===== src/rtl/asp_pkg.sv =====
// ============================================================================
// asp_pkg
// Shared types and constants for the separation PID controller.
// ============================================================================
`default_nettype none

package asp_pkg;

    localparam int GAIN_WIDTH = 24;
    localparam int DATA_WIDTH_DEF = 32;
    localparam int FRAC_BITS_DEF = 16;
    localparam int ACC_WIDTH_DEF = 48;

    typedef enum logic [2:0] {
        REG_SETPOINT    = 3'd0,
        REG_GAIN_P      = 3'd1,
        REG_GAIN_I      = 3'd2,
        REG_GAIN_D      = 3'd3,
        REG_SEP_LIMIT   = 3'd4,
        REG_MEAS_UPPER  = 3'd5,
        REG_MEAS_LOWER  = 3'd6
    } asp_reg_t;

    typedef struct packed {
        logic load_a;
        logic load_b;
    } asp_mult_ctrl_t;

endpackage

`default_nettype wire


===== src/rtl/asp_gain_mult.sv =====
// ============================================================================
// asp_gain_mult
// Two-stage signed operand by unsigned gain multiplier, split in two halves.
// ============================================================================
`default_nettype none

module asp_gain_mult #(
    parameter int OP_WIDTH = asp_pkg::DATA_WIDTH_DEF
) (
    input  wire logic                                            clk,
    input  wire asp_pkg::asp_mult_ctrl_t                         ctrl,
    input  wire logic signed [OP_WIDTH-1:0]                      operand,
    input  wire logic [asp_pkg::GAIN_WIDTH-1:0]                  gain,
    output logic signed [OP_WIDTH+asp_pkg::GAIN_WIDTH-1:0]       product
);

    localparam int G    = asp_pkg::GAIN_WIDTH;
    localparam int LO_W = OP_WIDTH / 2;
    localparam int HI_W = OP_WIDTH - LO_W;
    localparam int P    = OP_WIDTH + G;

    logic [LO_W+G-1:0]          lo_prod_reg;
    logic [LO_W+G-1:0]          lo_prod_next;
    logic signed [HI_W+G:0]     hi_prod_reg;
    logic signed [HI_W+G:0]     hi_prod_next;
    logic signed [P:0]          full_sum;
    logic signed [P-1:0]        product_reg;

    always_comb
    begin
        lo_prod_next = (LO_W+G)'(operand[LO_W-1:0]) * (LO_W+G)'(gain);
        hi_prod_next = (HI_W+G+1)'($signed(operand[OP_WIDTH-1:LO_W]))
                     * (HI_W+G+1)'($signed({1'b0, gain}));
        full_sum = $signed({hi_prod_reg, {LO_W{1'b0}}})
                 + $signed({{(HI_W+1){1'b0}}, lo_prod_reg});
    end

    always_ff @(posedge clk)
    begin
        if (ctrl.load_a)
        begin
            lo_prod_reg <= lo_prod_next;
            hi_prod_reg <= hi_prod_next;
        end
        if (ctrl.load_b)
        begin
            product_reg <= full_sum[P-1:0];
        end
    end

    assign product = product_reg;

endmodule

`default_nettype wire


===== config.mk =====
export PLATFORM = sky130hd
export DESIGN_NAME = asp_gain_mult
export DESIGN_NICKNAME = d
export VERILOG_FILES = /design/src/rtl/asp_pkg.sv /design/src/rtl/asp_gain_mult.sv
export SDC_FILE = /design/constraint.sdc
export NUM_CORES = 2
export LEC_CHECK = 0
export BUFFER_PORTS_ARGS = -buffer_cell sky130_fd_sc_hd__buf_2
export CAP_MARGIN = 30
export CORE_MARGIN = 4
export CORE_UTILIZATION = 55
export CTS_CLUSTER_DIAMETER = 60
export DETAILED_ROUTE_END_ITERATION = 12
export GPL_TIMING_DRIVEN = 0
export PLACE_DENSITY = 0.8
export SLEW_MARGIN = 15
export SYNTH_ARGS = -nofsm -noshare
export SYNTH_HDL_FRONTEND = slang
export SYNTH_SLANG_ARGS = --single-unit

===== constraint.sdc =====
create_clock -name clk -period 17.2 [get_ports clk]
set_input_delay 1.72 -clock clk [delete_from_list [all_inputs] [get_ports clk]]
set_output_delay 1.72 -clock clk [all_outputs]
set_load 0.01 [all_outputs]

==> flow_summary.yaml <==
cts:
  cts_inserted_buffers: 17
  maximum_clock_insertion_buffer_count: 2
  worstSkewPairLatency_ps: 470
  clk_transition_reported_paths_ps: 70
  clkSinkCount: 136
  cts_hold_buffers: 0
  post_cts.repair.setup_buffers: 0
  htree_num_levels: 4
  post_cts_resize_count: 0
  cts_tree: "yes"
  clock_tree_root_driver_cell: "clkbuf_16"
timing:
  finalCritPeriodShare_pct: 50.7
  final_hold_viol_count: 0
  worst-slew-pin-transition_ps: 1070
  setup_viol: 0
  report.final.slew_viol_count: 0
  setup_total_negative_slack_ps: 0
  worst_relative_slew_slack_pct: 28.9
  rsz0062_at_grt: "false"
  finalClockSkew_ps: 11.2
  maximum_clock_frequency_mhz: 115
  timing.final.crit_period_ps: 8720
run_status:
  run_status: "completed"
yosys:
  synth-seq-area-share_pct: 13.3
  yosys_most_used_dff: "edfxtp_1"
  synth.yosys.warnings: 0
  postSynthAreaPerCell_um2: 9.34
  postSynthRegisterBits: 136
  synthesis.area_um2: 30700
  edff_count_synth: 136
  post_synth_inst_count: 3285
  async_flop_share_pct: 0
  synth_cell_types: 65
  syn-num-nets: 4226
global_routing:
  use_met1_pct: 37.0
  globalRoute.busiestLayer: "met2"
  antenna_violations_before_repair: 12
  grt_util_met2_pct: 47.7
  vias_in_the_first_global_route: 24500
  grt_usage_pct: 29.9
  grt_use_met3_pct: 8.37
  grt_remaining_overflow: 0
  wire_length_of_the_first_global_routing_pass_um: 136000
  grt_max_degree: 64
worst_setup_path:
  crit-reg2reg-launch: "lo_prod_reg[16]"
  reg2reg_slack_ps: 13590
  end_kind: "flop"
  cp.required_ps: 17410
  rr_worst_depth: 11
  cp_data_arrival_time_ps: 8930
  crit_path_max_fanout: 10
  setup.worst_path.start_class: "primary input"
  crit_type: "in2reg"
  worst_r2r_endpoint: "product[44]"
hold_path:
  min_delay_worst_endpoint: "product[10]"
  holdCritStartpoint: "lo_prod_reg[10]"
  worstHoldPathType: "reg2reg"
  min_delay_path_depth: 0
detailed_routing:
  drt.antenna.violating_nets: 0
  wirelength_um: 86900
  vias: 23400
  drc_errors: 0
  drt-pass1-iter-count: 6
  drt-wirelength-per-cell_um: 20.7
  initialDrtViolationCount: 1884
  via_per_inst: 5.60
placed_design:
  gp_congestion: 1.03
  port_buffers: 114
  place_hpwl_um: 72600
flow_run:
  drv_cap: 0
floorplan:
  die_w_um: 244
  dieHeight_um: 244
  floorplan.rows: 86
  initial_utilization_pct: 55.6
  fp.dieArea_um2: 59600
  area_of_the_core_region_um2: 55200
  floorplan.io_pins: 115
finish:
  final_layout_size_suffix_gt1_share_pct: 4.60
  largest_register_ffs: 56
  area_growth_pct: 6.92
  fin_nets: 4360
## layer usage
metal  share of wire [%]  up-vias
met4                 6.6        8
met1                  36    11700
met5               0.068        -
li1                    -    10200
met2                  46     1232
met3                  11      343
## how the worst max path moves through the flow
stage	end	start
floorplan	hi_prod_reg[36]	operand[31]
global placement	hi_prod_reg[39]	operand[31]
detailed placement	hi_prod_reg[39]	operand[31]
CTS	hi_prod_reg[39]	operand[31]
global route	hi_prod_reg[39]	operand[31]
finish	hi_prod_reg[39]	operand[31]
## worst max-delay path: stages
cell and delay (ps):
buf_2 110, clkbuf_1 560, inv_1 370, clkbuf_1 420
nor2_1 220, fa_1 460, fa_1 470, fa_1 530
fa_1 440, fa_1 490, inv_1 50, fa_1 500
inv_1 50, ha_1 260, clkbuf_1 350, nand4_1 210
nor3_1 600, a41oi_1 380, o21ai_1 410, a221oi_1 160
xnor2_1 170
## synth_stat cells, drive strengths merged (9+ instances only)
library cell,number,area share (%)
inv,746,9.1
fa,613,40
nand2,492,6.0
and2,320,6.5
ha,269,11
clkbuf,151,1.8
edfxtp,136,13
a21oi,87,1.4
xnor2,75,2.1
nor2,62,0.76
a21o,56,1.4
o21ai,35,0.57
xor2,28,0.80
nand3,20,0.33
and3,18,0.37
nor3,15,0.24
o21bai,15,0.37
nand2b,13,0.27
a211oi,11,0.29
nand4,11,0.22
nor2b,11,0.22
a31oi,9,0.18
o21a,9,0.22
## layout make-up
| class | instances | area [um^2] |
|---|---|---|
| antenna | 7 | 17.5 |
| sequential | 136 | 4080 |
| tap | 748 | 936 |
| fill | 4770 | 22400 |
| buffer | 154 | 582 |
| inverter | 746 | 2800 |
| clock buffer | 18 | 429 |
| clock inverter | 14 | 136 |
| multi-input combinational | 2249 | 23200 |
| timing repair buffer | 115 | 603 |
## cells in the final DEF, fill, tap and decap left out, drive strengths merged, types with 18 or more instances in the layout
cell type and instances:
and2 320, edfxtp 136, buf 118, ha 269, xor2 28, fa 613, a21oi 87, clkbuf 169
nand3 20, nand2 492, xnor2 75, and3 18, o21ai 35, inv 754, a21o 56, nor2 62
## logic make-up (layout without fill, tap and decap cells)
kind of cell,count (synthesis),after routing,synth area share [%]
AND/OR/NAND/NOR,985,985,15.5
buffers and inverters,900,1047,11.0
adder cells (fa/ha/maj),882,882,51.0
AO/OA/AOI/OAI,277,277,6.12
flip-flops,136,136,13.3
XOR/XNOR,103,103,2.94
multiplexers,2,2,0.0693
other,0,7,0
## through the flow
step                cell area (um^2)  hold WS [ps]  utilization [%]  std cells  setup WS, ps
global route                   32800           424             59.4       4183          8200
CTS                            32800           418             59.4       4180          8700
global placement               32200           400             58.3       4147          8320
finish                         32800           414             59.4       4187          8480
detailed placement             32200           405             58.4       4148          8240
floorplan                      30700           400                -       3285          9640
Power is not shown: default switching activity piles up to over one toggle a cycle in this logic, so the estimate is an artifact.
